==> src/rtl/core/fpd_pkg.sv <==
// Shared types and constants of the form parameter decoder.
`default_nettype none

package fpd_pkg;

   // Most events that one input transaction can cause.
   localparam int unsigned MaxEvents = 4;
   localparam int unsigned CountW    = 3;

   localparam logic [1:0] KIND_OPEN  = 2'd0;
   localparam logic [1:0] KIND_NAME  = 2'd1;
   localparam logic [1:0] KIND_VALUE = 2'd2;
   localparam logic [1:0] KIND_END   = 2'd3;

   typedef struct packed {
      logic [1:0] kind;
      logic [7:0] data;
   } evt_type;

   // All events of one input transaction, in order, slot 0 first.
   typedef struct packed {
      evt_type [MaxEvents-1:0] evts;
      logic [CountW-1:0]       count;
   } bundle_type;

   typedef struct packed {
      logic full;
      logic empty;
   } qstat_type;

endpackage

`default_nettype wire

==> src/rtl/core/fpd_stream_if.sv <==
// Valid/ready channel interfaces for the request bytes and the result events.
`default_nettype none

interface fpd_req_if;
   logic       valid;
   logic       ready;
   logic [7:0] ch;
   logic       last;

   modport source (output valid, output ch, output last, input ready);
   modport sink (input valid, input ch, input last, output ready);
endinterface

interface fpd_rsp_if;
   logic       valid;
   logic       ready;
   logic [1:0] kind;
   logic [7:0] data;
   logic       run_end;

   modport source (output valid, output kind, output data, output run_end, input ready);
   modport sink (input valid, input kind, input data, input run_end, output ready);
endinterface

`default_nettype wire

==> src/rtl/core/fpd_front.sv <==
// Front end: accepts bytes, runs the escape and separator logic, builds event bundles.
`default_nettype none

module fpd_front (
   input  wire logic                clock,
   input  wire logic                reset,
   fpd_req_if.sink                  req,
   input  wire fpd_pkg::qstat_type  q_stat,
   output logic                     push,
   output fpd_pkg::bundle_type      bundle
);

   localparam logic [1:0] ESC_IDLE = 2'd0;
   localparam logic [1:0] ESC_PCT  = 2'd1;
   localparam logic [1:0] ESC_DIG  = 2'd2;

   localparam logic [7:0] CharPct = 8'h25;
   localparam logic [7:0] CharAmp = 8'h26;
   localparam logic [7:0] CharEq  = 8'h3D;
   localparam logic [4:0] NotHex  = 5'd16;

   function automatic logic [4:0] hex_value(input logic [7:0] b);
      logic [4:0] v;
      v = NotHex;
      if (b >= 8'h30 && b <= 8'h39) v = 5'(b - 8'h30);
      else if (b >= 8'h61 && b <= 8'h66) v = 5'(b - 8'h61 + 8'd10);
      else if (b >= 8'h41 && b <= 8'h46) v = 5'(b - 8'h41 + 8'd10);
      return v;
   endfunction

   function automatic fpd_pkg::evt_type mk_evt(input logic [1:0] k, input logic [7:0] d);
      fpd_pkg::evt_type e;
      e.kind = k;
      e.data = d;
      return e;
   endfunction

   logic [1:0] esc_ff, esc_in;
   logic [3:0] nib_ff, nib_in;
   logic [7:0] dig_ff, dig_in;
   logic       in_name_ff, in_name_in;
   logic       open_ff, open_in;
   logic       nonempty_ff, nonempty_in;

   logic                           accept;
   logic [4:0]                     hv;
   logic                           plain;
   logic [fpd_pkg::CountW-1:0]     n;
   fpd_pkg::evt_type [fpd_pkg::MaxEvents-1:0] evs;

   assign req.ready = ~q_stat.full;
   assign accept    = req.valid & req.ready;

   // The decode steps, written out in order; n counts events so far.
   always_comb begin
      esc_in      = esc_ff;
      nib_in      = nib_ff;
      dig_in      = dig_ff;
      in_name_in  = in_name_ff;
      open_in     = open_ff;
      nonempty_in = nonempty_ff;
      n           = '0;
      evs         = '0;
      plain       = 1'b0;
      hv          = hex_value(req.ch);

      case (esc_ff)
         ESC_PCT: begin
            if (hv != NotHex) begin
               nib_in = hv[3:0];
               dig_in = req.ch;
               esc_in = ESC_DIG;
            end else begin
               esc_in = ESC_IDLE;
               evs[n[1:0]] = mk_evt(in_name_in ? fpd_pkg::KIND_NAME : fpd_pkg::KIND_VALUE,
                                    CharPct);
               n = n + 3'd1;
               nonempty_in = 1'b1;
               plain = 1'b1;
            end
         end
         ESC_DIG: begin
            esc_in = ESC_IDLE;
            if (hv != NotHex) begin
               evs[n[1:0]] = mk_evt(in_name_in ? fpd_pkg::KIND_NAME : fpd_pkg::KIND_VALUE,
                                    {nib_ff, hv[3:0]});
               n = n + 3'd1;
               nonempty_in = 1'b1;
            end else begin
               evs[n[1:0]] = mk_evt(in_name_in ? fpd_pkg::KIND_NAME : fpd_pkg::KIND_VALUE,
                                    CharPct);
               n = n + 3'd1;
               evs[n[1:0]] = mk_evt(in_name_in ? fpd_pkg::KIND_NAME : fpd_pkg::KIND_VALUE,
                                    dig_ff);
               n = n + 3'd1;
               nonempty_in = 1'b1;
               plain = 1'b1;
            end
         end
         default: begin
            esc_in = ESC_IDLE;
            plain  = 1'b1;
         end
      endcase

      if (plain) begin
         if (open_in) begin
            evs[n[1:0]] = mk_evt(fpd_pkg::KIND_OPEN, 8'h00);
            n = n + 3'd1;
            open_in     = 1'b0;
            nonempty_in = 1'b0;
         end
         if (req.ch == CharPct) begin
            esc_in = ESC_PCT;
         end else if (req.ch == CharAmp) begin
            if (nonempty_in) begin
               open_in     = 1'b1;
               in_name_in  = 1'b1;
               nonempty_in = 1'b0;
            end
         end else if (req.ch == CharEq && in_name_in) begin
            in_name_in = 1'b0;
         end else begin
            evs[n[1:0]] = mk_evt(in_name_in ? fpd_pkg::KIND_NAME : fpd_pkg::KIND_VALUE,
                                 req.ch);
            n = n + 3'd1;
            nonempty_in = 1'b1;
         end
      end

      if (req.last) begin
         if (esc_in == ESC_PCT) begin
            evs[n[1:0]] = mk_evt(in_name_in ? fpd_pkg::KIND_NAME : fpd_pkg::KIND_VALUE,
                                 CharPct);
            n = n + 3'd1;
         end else if (esc_in == ESC_DIG) begin
            evs[n[1:0]] = mk_evt(in_name_in ? fpd_pkg::KIND_NAME : fpd_pkg::KIND_VALUE,
                                 CharPct);
            n = n + 3'd1;
            evs[n[1:0]] = mk_evt(in_name_in ? fpd_pkg::KIND_NAME : fpd_pkg::KIND_VALUE,
                                 dig_in);
            n = n + 3'd1;
         end
         evs[n[1:0]] = mk_evt(fpd_pkg::KIND_END, 8'h00);
         n = n + 3'd1;
         esc_in      = ESC_IDLE;
         nib_in      = '0;
         dig_in      = '0;
         in_name_in  = 1'b1;
         open_in     = 1'b1;
         nonempty_in = 1'b0;
      end
   end

   assign push         = accept & (n != '0);
   assign bundle.evts  = evs;
   assign bundle.count = n;

   always_ff @(posedge clock) begin
      if (reset) begin
         esc_ff      <= ESC_IDLE;
         nib_ff      <= '0;
         dig_ff      <= '0;
         in_name_ff  <= 1'b1;
         open_ff     <= 1'b1;
         nonempty_ff <= 1'b0;
      end else if (accept) begin
         esc_ff      <= esc_in;
         nib_ff      <= nib_in;
         dig_ff      <= dig_in;
         in_name_ff  <= in_name_in;
         open_ff     <= open_in;
         nonempty_ff <= nonempty_in;
      end
   end

endmodule

`default_nettype wire

==> src/rtl/core/fpd_queue.sv <==
// Small FIFO of event bundles between the front end and the back end.
`default_nettype none

module fpd_queue #(
   parameter int unsigned Depth = 2
) (
   input  wire logic                 clock,
   input  wire logic                 reset,
   input  wire logic                 push,
   input  wire fpd_pkg::bundle_type  wdata,
   input  wire logic                 pop,
   output fpd_pkg::bundle_type       rdata,
   output fpd_pkg::qstat_type        stat
);

   localparam int unsigned AddrW = (Depth > 1) ? $clog2(Depth) : 1;
   localparam int unsigned CntW  = $clog2(Depth + 1);

   fpd_pkg::bundle_type mem_ff [Depth];
   logic [AddrW-1:0]    wr_ff, rd_ff;
   logic [CntW-1:0]     cnt_ff;

   assign rdata      = mem_ff[rd_ff];
   assign stat.full  = (cnt_ff == CntW'(Depth));
   assign stat.empty = (cnt_ff == '0);

   always_ff @(posedge clock) begin
      if (push) begin
         mem_ff[wr_ff] <= wdata;
      end
   end

   always_ff @(posedge clock) begin
      if (reset) begin
         wr_ff  <= '0;
         rd_ff  <= '0;
         cnt_ff <= '0;
      end else begin
         if (push) begin
            wr_ff <= (wr_ff == AddrW'(Depth - 1)) ? '0 : wr_ff + 1'b1;
         end
         if (pop) begin
            rd_ff <= (rd_ff == AddrW'(Depth - 1)) ? '0 : rd_ff + 1'b1;
         end
         if (push && !pop) begin
            cnt_ff <= cnt_ff + 1'b1;
         end else if (pop && !push) begin
            cnt_ff <= cnt_ff - 1'b1;
         end
      end
   end

`ifndef ASSERT_OFF
   a_push_room: assert property (@(posedge clock) disable iff (reset)
      push |-> !stat.full) else $error("bundle pushed into a full queue");
   a_pop_data: assert property (@(posedge clock) disable iff (reset)
      pop |-> !stat.empty) else $error("bundle popped from an empty queue");
   a_push_nonzero: assert property (@(posedge clock) disable iff (reset)
      push |-> (wdata.count != '0 && wdata.count <= 3'd4))
      else $error("bundle pushed with a bad event count");
   a_head_count: assert property (@(posedge clock) disable iff (reset)
      !stat.empty |-> (rdata.count != '0)) else $error("queue head holds no events");
`endif

endmodule

`default_nettype wire

==> src/rtl/core/fpd_back.sv <==
// Back end: sends head bundle events one per unstalled cycle through an output register.
`default_nettype none

module fpd_back (
   input  wire logic                 clock,
   input  wire logic                 reset,
   input  wire fpd_pkg::bundle_type  head,
   input  wire fpd_pkg::qstat_type   q_stat,
   output logic                      pop,
   fpd_rsp_if.source                 rsp
);

   logic       valid_ff;
   logic [1:0] kind_ff;
   logic [7:0] data_ff;
   logic       run_end_ff;
   logic [1:0] idx_ff;

   logic             load;
   logic             final_evt;
   fpd_pkg::evt_type cur;

   assign cur       = head.evts[idx_ff];
   assign final_evt = (({1'b0, idx_ff} + 3'd1) == head.count);
   assign load      = ~q_stat.empty & (~valid_ff | rsp.ready);
   assign pop       = load & final_evt;

   assign rsp.valid   = valid_ff;
   assign rsp.kind    = kind_ff;
   assign rsp.data    = data_ff;
   assign rsp.run_end = run_end_ff;

   always_ff @(posedge clock) begin
      if (reset) begin
         valid_ff <= 1'b0;
         idx_ff   <= '0;
      end else begin
         if (load) begin
            valid_ff <= 1'b1;
            idx_ff   <= final_evt ? '0 : idx_ff + 2'd1;
         end else if (rsp.ready) begin
            valid_ff <= 1'b0;
         end
      end
   end

   always_ff @(posedge clock) begin
      if (load) begin
         kind_ff    <= cur.kind;
         data_ff    <= cur.data;
         run_end_ff <= final_evt;
      end
   end

endmodule

`default_nettype wire

==> src/rtl/core/form_params_decoder_top.sv <==
// Top level of the form parameter decoder.
// Each request transaction carries one byte of a form-encoded command string and a last flag;
// the block answers with zero to four response transactions: parameter open, name byte,
// value byte (with %XX escapes decoded) and end of message, run_end marking the final event
// of each request. The front end takes one request per cycle as long as the bundle queue
// (QueueDepth entries) has room. The back end sends one response per cycle, while the
// response side is ready, from a registered output stage, so the events of a request leave
// one at a time; a byte's first response passes through the bundle queue and then the output
// register. Sustained rate is one request per cycle whenever every request yields at most
// one event and the response side is ready.
`default_nettype none

module form_params_decoder_top #(
   parameter int unsigned QueueDepth = 2
) (
   input  wire logic clock,
   input  wire logic reset,
   fpd_req_if.sink   req,
   fpd_rsp_if.source rsp
);

   logic                push;
   logic                pop;
   fpd_pkg::bundle_type wbundle;
   fpd_pkg::bundle_type head;
   fpd_pkg::qstat_type  q_stat;

   fpd_front u_front (
      .clock  (clock),
      .reset  (reset),
      .req    (req),
      .q_stat (q_stat),
      .push   (push),
      .bundle (wbundle)
   );

   fpd_queue #(
      .Depth (QueueDepth)
   ) u_queue (
      .clock (clock),
      .reset (reset),
      .push  (push),
      .wdata (wbundle),
      .pop   (pop),
      .rdata (head),
      .stat  (q_stat)
   );

   fpd_back u_back (
      .clock  (clock),
      .reset  (reset),
      .head   (head),
      .q_stat (q_stat),
      .pop    (pop),
      .rsp    (rsp)
   );

endmodule

`default_nettype wire

==> src/flat_wrapper.sv <==
// flat-port wrapper written by rule: the top's interface ports become plain ports
module form_params_decoder_top_flat 
#(
   parameter int unsigned QueueDepth = 2
)
  (clock, reset, req_valid, req_ch, req_last, req_ready, rsp_valid, rsp_kind, rsp_data, rsp_run_end, rsp_ready);
  fpd_req_if req_i ();
  fpd_rsp_if rsp_i ();
  input  wire logic clock;
  input  wire logic reset;
  input wire logic [$bits(req_i.valid)-1:0] req_valid;
  input wire logic [$bits(req_i.ch)-1:0] req_ch;
  input wire logic [$bits(req_i.last)-1:0] req_last;
  output wire logic [$bits(req_i.ready)-1:0] req_ready;
  output wire logic [$bits(rsp_i.valid)-1:0] rsp_valid;
  output wire logic [$bits(rsp_i.kind)-1:0] rsp_kind;
  output wire logic [$bits(rsp_i.data)-1:0] rsp_data;
  output wire logic [$bits(rsp_i.run_end)-1:0] rsp_run_end;
  input wire logic [$bits(rsp_i.ready)-1:0] rsp_ready;
  assign req_i.valid = req_valid;
  assign req_i.ch = req_ch;
  assign req_i.last = req_last;
  assign req_ready = req_i.ready;
  assign rsp_valid = rsp_i.valid;
  assign rsp_kind = rsp_i.kind;
  assign rsp_data = rsp_i.data;
  assign rsp_run_end = rsp_i.run_end;
  assign rsp_i.ready = rsp_ready;
  form_params_decoder_top #(.QueueDepth(QueueDepth)) u_core (.clock(clock), .reset(reset), .req(req_i), .rsp(rsp_i));
endmodule
==> config.mk <==
export PLATFORM = sky130hd
export DESIGN_NAME = form_params_decoder_top_flat
export DESIGN_NICKNAME = d
export VERILOG_FILES = /design/src/rtl/core/fpd_pkg.sv /design/src/rtl/core/fpd_stream_if.sv /design/src/rtl/core/fpd_front.sv /design/src/rtl/core/fpd_queue.sv /design/src/rtl/core/fpd_back.sv /design/src/rtl/core/form_params_decoder_top.sv /design/src/flat_wrapper.sv
export SDC_FILE = /design/constraint.sdc
export NUM_CORES = 1
export LEC_CHECK = 0
export BUFFER_PORTS_ARGS = -buffer_cell sky130_fd_sc_hd__buf_4
export CORE_MARGIN = 2
export CORE_UTILIZATION = 55
export CTS_CLUSTER_DIAMETER = 40
export CTS_CLUSTER_SIZE = 28
export DETAILED_ROUTE_END_ITERATION = 7
export GPL_TIMING_DRIVEN = 0
export PLACE_DENSITY = 0.79
export SLEW_MARGIN = 20
export SYNTH_ARGS = -nofsm -noshare
export SYNTH_HDL_FRONTEND = slang
export SYNTH_SLANG_ARGS = --single-unit
==> constraint.sdc <==
create_clock -name clock -period 9.7 [get_ports clock]
set_input_delay 0.485 -clock clock [delete_from_list [all_inputs] [get_ports clock]]
set_output_delay 0.485 -clock clock [all_outputs]
set_load 0.05 [all_outputs]
==> summary.md, run 1 <==
| Metric | Value |
|---|---|
| CTS clk-pin slew, worst paths | 0.05 ns |
| Initial antenna violation count | 0 |
| Vias | 5,427 |
| CTS Hold Bufs | 0 |
| CP Capture Type | flop |
| Die Height | 114 µm |
| Post-layout min period | 6.78 ns |
| Post-CTS Resized | 0 |
| Clock Skew | 0.0113 ns |
| Final hold vios | 0 |
| Worst setup path category | input port to flop |
| Power per cell area | 265 nW/µm² |
| Antenna diode count | 0 |
| Layout area overhead | 16.2% |
| Peak supply drop | 113 µV |
| Syn_nets | 637 |
| DRT antenna net count | 0 |
| Placer congestion estimate | 1.01 |
| CTS Buffer Depth | 2 |
| Hold Crit Class | input port to flop |
| Net count, final | 682 |
| DRT Pass-1 Iters | 6 |
| Setup TNS | 0 ns |
| Reg-to-Reg Start | u_core.u_front.esc_ff[1]$_SDFFE_PP0P_ |
| Post-synthesis sequential area ratio | 0.509 |
| Core Rows | 40 |
| Internal reg-to-reg setup slack | 3.73 ns |
| Final instance area | 7790 µm² |
| EDFF count, synth | 97 |
| Routing usage on met1 | 0.423 |
| Die Width | 114 µm |
| First-pass GRT wire length | 29.1 mm |
| Drt wl/cell | 22.8 µm |
| Filler cells | 904 |
| Post-CTS Setup Inserts | 0 |
| Drt via density | 6.74 |
| Overall Global Routing Usage | 0.299 |
| GRT overflow | 0 |
| Share of cells above drive strength 1 | 0.172 |
| Hold Crit Depth | 3 |
| Required time worst endpoint | 9.81 ns |
| Cell area after synthesis | 6700 µm² |
| R2r worst-path depth | 20 |
| Actual slew at the worst max-slew pin | 0.984 ns |
| Total power draw | 2.07 mW |
| Routed WL | 18.3 mm |
| Core area | 12,000 µm² |
| Final Max Tran Viols | 0 |
| Fin worst setup slack | 2.92 ns |
| Initial DRC count | 781 |
| DRC Markers | 0 |
| Die Area | 13,100 µm² |
| Primary FF master, synth | edfxtp_1 |
| PortBufs | 24 |
| Maximum Capacitance Violations | 0 |
| Synth Instances | 600 |
| Final Cycle Share | 0.699 |
| Crit path max fanout | 27 |
| Hold_sp | rsp_ready |
| RSZ-0062 raised after global routing | false |
| Static leakage | 2.79 nW |
| Met3 usage | 0.0561 |
| Yosys warnings | 0 |
| Yosys reg bits | 122 |
| Synth cell types | 75 |
| R2R Path End | u_core.u_queue.mem_ff[0][26]$_DFFE_PP_ |
| Fmax | 148 MHz |
| Clk Latency, worst-skew pair | 0.41 ns |
| Largest net degree at the start of global routing | 33 |
| Area after DPL | 7120 µm² |
| H-Tree Depth | 4 |
| Starting Density | 0.560 |
| Setup WS pre-CTS | 2.65 ns |
| Global Route met2 Usage | 0.471 |
| Slew HR | 0.338 |
| Most frequent cells in the layout | edfxtp_1, nor2_1, a21oi_1 |
| Hold_ws | 0.353 ns |
| Commonest non-fill, non-tap cell in the layout | edfxtp_1 |
| WP data arrival | 6.88 ns |
| DPL Wire Length | 12.8 mm |
| Clock sink count | 122 |
| Synth Area per Inst | 11.2 µm² |
| CTS root buf | clkbuf_16 |
| Share of synthesized registers carrying an async set or reset | 0 |
| Startpoint Class | input port |
| Status | complete, no violations |
| I/O pin total | 26 |
| Clock buffer count from CTS | 17 |
| Setup Viol. Count Final | 0 |
| CTS tree | yes |
| Vias in the first global route | 5,115 |
| GRT busiest layer | met2 |
| Hold Path End | u_core.u_back.rsp.valid$_SDFFE_PP0P_ |
## sequential cells by signal, summed over array words and instances (netlist names), named ones only
register / cells
u_core.u_queue.mem_ff: 86
u_core.u_back.rsp.data: 8
u_core.u_front.dig_ff: 8
u_core.u_front.nib_ff: 4
u_core.u_back.idx_ff: 2
u_core.u_back.rsp.kind: 2
u_core.u_front.esc_ff: 2
u_core.u_queue.cnt_ff: 2
u_core.u_back.rsp.run_end: 1
u_core.u_back.rsp.valid: 1
u_core.u_front.in_name_ff: 1
u_core.u_front.nonempty_ff: 1
u_core.u_front.open_ff: 1
u_core.u_queue.rd_ff: 1
u_core.u_queue.wr_ff: 1
## critical path, stage by stage
cell      delay, ns
buf_4          0.09
clkbuf_2       0.23
inv_1          0.18
ha_1           0.28
nor3b_2        0.19
nor3_2         0.73
nor3_1         0.14
nor2_1         0.33
ha_1           0.30
nand2_1        0.06
o21ai_1        0.11
ha_1           0.32
a21oi_1        0.04
a211oi_1       0.71
ha_1           0.26
clkbuf_1       0.32
o21ai_0        0.27
nor3_1         0.29
mux2_2         0.22
a211oi_2       0.05
o31ai_2        0.41
nor2b_4        0.57
buf_12         0.27
## worst max-delay path by stage
stage	slack (ns)	start	endpoint
4_1_cts	3.05	req_ch[0]	u_core.u_queue.mem_ff[0][36]$_DFFE_PP_
6_report	2.92	req_ch[0]	u_core.u_queue.mem_ff[0][26]$_DFFE_PP_
5_1_grt	2.44	req_ch[0]	u_core.u_queue.mem_ff[0][36]$_DFFE_PP_
3_3_place_gp	0.65	req_ch[0]	u_core.u_queue.mem_ff[0][34]$_DFFE_PP_
3_5_place_dp	2.65	req_ch[0]	u_core.u_queue.mem_ff[0][34]$_DFFE_PP_
2_1_floorplan	2.60	req_ch[0]	u_core.u_queue.mem_ff[0][0]$_DFFE_PP_
## power breakdown
group / total [mW] / internal [mW] / switching, mW
combinational: 0.610 / 0.230 / 0.380
sequential: 0.765 / 0.727 / 0.0382
clock: 0.690 / 0.457 / 0.233
## cells by family after synthesis
family,Yosys count,synth area share
muxes,38,0.0973
DFF,122,0.509
AOI/OAI and AO/OA,169,0.167
buffers and inverters,57,0.0334
and+or+nand+nor,180,0.133
xor gates and xnor gates,10,0.0151
adders and majority gates,24,0.0448
## cell usage after synthesis (3+ instances only)
master | n | area, µm²
ha_1 | 24 | 300
o211ai_1 | 10 | 75.1
a22oi_1 | 15 | 113
nand2b_1 | 5 | 31.3
nand3_1 | 13 | 65.1
o21ai_0 | 35 | 175
o21a_1 | 6 | 45.0
a21oi_1 | 47 | 235
or3_1 | 3 | 18.8
o31ai_1 | 3 | 22.5
inv_1 | 24 | 90.1
a21o_1 | 4 | 30.0
a311oi_1 | 3 | 26.3
xor2_1 | 4 | 35.0
mux2i_1 | 4 | 40.0
a31oi_1 | 6 | 37.5
and3_1 | 3 | 18.8
nor2b_1 | 5 | 31.3
nor3_1 | 17 | 85.1
nor2_1 | 65 | 244
o22a_1 | 3 | 26.3
dfxtp_1 | 25 | 500
nand2_1 | 38 | 143
xnor2_1 | 5 | 43.8
and2_1 | 9 | 56.3
mux2_2 | 13 | 146
clkbuf_1 | 28 | 105
nand4_1 | 3 | 18.8
mux4_2 | 20 | 450
o32ai_1 | 4 | 35.0
edfxtp_1 | 97 | 2910
nor4_1 | 4 | 25.0
## through the flow
stage	utilization	cells
CTS	0.649	805
global placement	0.591	771
finish	0.651	805
floorplan	-	600
global route	0.651	805
detailed placement	0.595	773
## area by class of cell
| class | instances | area [µm²] | area share |
|---|---|---|---|
| Buffer | 33 | 134 | 0.0172 |
| Clock buffer | 18 | 429 | 0.0551 |
| Clock inverter | 14 | 219 | 0.0281 |
| Inverter | 24 | 90.1 | 0.0116 |
| Multi-Input combinational cell | 421 | 3100 | 0.398 |
| Sequential cell | 122 | 3410 | 0.438 |
| Tap cell | 147 | 184 | 0.0236 |
| Timing Repair Buffer | 26 | 220 | 0.0283 |
## per-layer routing
metal,routed length (µm),share of wire,up-vias
li1,-,-,2388
met1,7540,0.41,2626
met2,8600,0.47,361
met3,1730,0.095,52
met4,450,0.025,0
met5,0,0,-
Note: power is estimated with default switching activity, not from simulation.
==> run 2: changes to the inputs <==
==> constraint.sdc (replaced) <==
create_clock -name clock -period 6.85 [get_ports clock]
set_input_delay 0.3425 -clock clock [delete_from_list [all_inputs] [get_ports clock]]
set_output_delay 0.3425 -clock clock [all_outputs]
set_load 0.05 [all_outputs]
==> summary.md, run 2 (same netlist as run 1, synthesis figures left out) <==
| Metric | Value |
|---|---|
| Status | complete, no violations (unchanged) |
| Setup WS pre-CTS | -0.246 ns (was 2.65 ns) |
| Fin worst setup slack | 0.301 ns (was 2.92 ns) |
| Hold_ws | 0.203 ns (was 0.353 ns) |
| First-pass GRT wire length | 28.0 mm (was 29.1 mm) |
| Max reg flops | 86 (unchanged) |
| Hold_sp | rsp_ready (unchanged) |
| Cell-by-cell trace of the critical path | buf_4, clkbuf_2, inv_1, ha_1, o21ba_2, o21ai_2, a21oi_1, nor2_1, ha_1, nand2_1, o21ai_1, ha_1, a21oi_1, a211oi_2, ha_1, clkbuf_1, o21ai_0, nor3_1, mux2_2, a211oi_2, o31ai_2, nor2b_4, buf_16 (was buf_4, clkbuf_2, inv_1, ha_1, nor3b_2, nor3_2, nor3_1, nor2_1, ha_1, nand2_1, o21ai_1, ha_1, a21oi_1, a211oi_1, ha_1, clkbuf_1, o21ai_0, nor3_1, mux2_2, a211oi_2, o31ai_2, nor2b_4, buf_12) |
| Final Max Tran Viols | 0 (unchanged) |
| DRT antenna net count | 0 (unchanged) |
| Initial DRC count | 639 (was 781) |
| Crit path max-delay family | compound AO/OA/AOI/OAI gates (was simple AND/OR/NAND/NOR gates) |
| CTS clk-pin slew, worst paths | 0.05 ns (about the same) |
| Worst path bufs/invs | 5 (unchanged) |
| Routed WL | 18.1 mm (was 18.3 mm) |
| Overall Global Routing Usage | 0.288 (was 0.299) |
| Final Cycle Share | 0.956 |
| Largest net degree at the start of global routing | 33 (unchanged) |
| Clock buffer count from CTS | 17 (unchanged) |
| Power per cell area | 369 nW/µm² (was 265 nW/µm²) |
| Reg-to-Reg Start | u_core.u_front.esc_ff[0]$_SDFFE_PP0P_ (was u_core.u_front.esc_ff[1]$_SDFFE_PP0P_) |
| Setup Viol. Count Final | 0 (unchanged) |
| Filler cells | 885 (was 904) |
| I/O pin total | 26 (unchanged) |
| Die Area | 13,100 µm² (unchanged) |
| Fmax | 153 MHz |
| Total power draw | 2.87 mW (was 2.07 mW) |
| Clk Latency, worst-skew pair | 0.42 ns (was 0.41 ns) |
| Slowest Stage Delay on Critical Path | 0.60 ns (was 0.73 ns) |
| Reg area | 3410 µm² (unchanged) |
| GRT overflow | 0 (unchanged) |
| Die Width | 114 µm (unchanged) |
| Setup TNS | 0 ns (unchanged) |
| M1 WL | 7.46 mm (was 7.54 mm) |
| Initial antenna violation count | 0 (unchanged) |
| Met2 wire length | 8.29 mm (was 8.60 mm) |
| Final instance area | 7780 µm² (was 7790 µm²) |
| Met3 WL | 1.65 mm (was 1.73 mm) |
| Drt via density | 6.63 (was 6.74) |
| Maximum Capacitance Violations | 0 (unchanged) |
| Crit-path most repeated cell | ha_1 (unchanged) |
| Crit path max fanout | 21 (was 27) |
| CTS root buf | clkbuf_16 (unchanged) |
| DRT Pass-1 Iters | 5 (was 6) |
| Peak supply drop | 130 µV (was 113 µV) |
| Slew HR | 0.350 (was 0.338) |
| Core area | 12,000 µm² (unchanged) |
| RSZ-0062 raised after global routing | false (unchanged) |
| Share of cells above drive strength 1 | 0.175 (was 0.172) |
| Most frequent cells in the layout | edfxtp_1, nor2_1, a21oi_1 (unchanged) |
| Biggest register | u_core.u_queue.mem_ff (unchanged) |
| Crit path from | req_ch[0] (unchanged) |
| Static leakage | 2.77 nW (was 2.79 nW) |
| Placer congestion estimate | 1.00 (was 1.01) |
| Clock Skew | 0.00779 ns (was 0.0113 ns) |
| Startpoint Class | input port (unchanged) |
| Vias | 5,346 (was 5,427) |
| Placed Cells incl. Taps | 773 (unchanged) |
| CTS tree | yes (unchanged) |
| Required time worst endpoint | 6.97 ns (was 9.81 ns) |
| WP data arrival | 6.67 ns (was 6.88 ns) |
| Post-layout min period | 6.55 ns |
| Net count, final | 683 (was 682) |
| Final hold vios | 0 (unchanged) |
| Starting Density | 0.560 (unchanged) |
| Layout Cells excl Fill | 806 (was 805) |
| Total area of multi-input combinational cells | 3120 µm² (was 3100 µm²) |
| PortBufs | 24 (unchanged) |
| Antenna diode count | 0 (unchanged) |
| CP Capture Type | flop (unchanged) |
| Vias in the first global route | 5,046 (was 5,115) |
| Die Height | 114 µm (unchanged) |
| Core Rows | 40 (unchanged) |
| Commonest non-fill, non-tap cell in the layout | edfxtp_1 (unchanged) |
| Layout area overhead | 16.2% (about the same) |
| Max layer used | met4 (unchanged) |
| Area after DPL | 7120 µm² (about the same) |
| H-Tree Depth | 4 (unchanged) |
| DRC Markers | 0 (unchanged) |
| Final Util | 0.651 (about the same) |
| Worst setup path category | input port to flop (unchanged) |
| Drt wl/cell | 22.4 µm (was 22.8 µm) |
| CTS Buffer Depth | 2 (unchanged) |
| Actual slew at the worst max-slew pin | 0.965 ns (was 0.984 ns) |
| Slowest-stage cell, CP | o31ai_2 (was nor3_2) |
| Clock sink count | 122 (unchanged) |
| Hold Crit Class | input port to flop (unchanged) |
| DPL Wire Length | 12.8 mm (about the same) |
-- run 2: final timing paths --
check                                            to  slack (ns)  depth (start not counted)
max          u_core.u_queue.mem_ff[0][24]$_DFFE_PP_        0.30                         23
min            u_core.u_back.rsp.valid$_SDFFE_PP0P_        0.20                          3
max reg2reg  u_core.u_queue.mem_ff[0][24]$_DFFE_PP_        0.94                         21
min reg2reg    u_core.u_back.rsp.valid$_SDFFE_PP0P_        0.49                          2
-- run 2: cell type report --
class	count	share of cell area
clock inverter	13	0.0217
multi-input combinational	422	0.401
tap	147	0.0236
inverter	24	0.0116
sequential	122	0.439
timing repair buffer	26	0.0293
buffer	33	0.0172
clock buffer	19	0.0569
-- run 2: repair_timing --
item                                    4_1_cts  5_1_grt
hold endpoints to repair                      0        0
resized for setup                             0        3
hold buffers                                  0        0
endpoints found under the setup margin        0       76
setup buffers                                 0        0
-- run 2: layer usage --
metal / track usage / vias to the layer above
li1: - / 2386
met1: 0.403 / 2579
met2: 0.439 / 328
met3: 0.0566 / 53
met4: 0.132 / 0
met5: 0 / -
-- run 2: report_power, final --
part / switching [mW] / internal [mW] / total, mW
registers: 0.0539 / 1.03 / 1.08
logic: 0.537 / 0.333 / 0.870
clock network: 0.333 / 0.584 / 0.917
total: 0.924 / 1.95 / 2.87
-- run 2: worst register-to-register path, cell delays in order (launching register included) --
cell and delay (ns):
dfxtp_1 0.32, inv_1 0.06, ha_1 0.14, clkbuf_1 0.33
nor2b_1 0.40, nand2_1 0.19, inv_1 0.09, ha_1 0.23
nand2_1 0.06, o21ai_1 0.13, ha_1 0.33, a21oi_1 0.04
a211oi_2 0.48, ha_1 0.23, clkbuf_1 0.32, o21ai_0 0.27
nor3_1 0.30, mux2_2 0.22, a211oi_2 0.05, o31ai_2 0.60
nor2b_4 0.57, buf_16 0.24
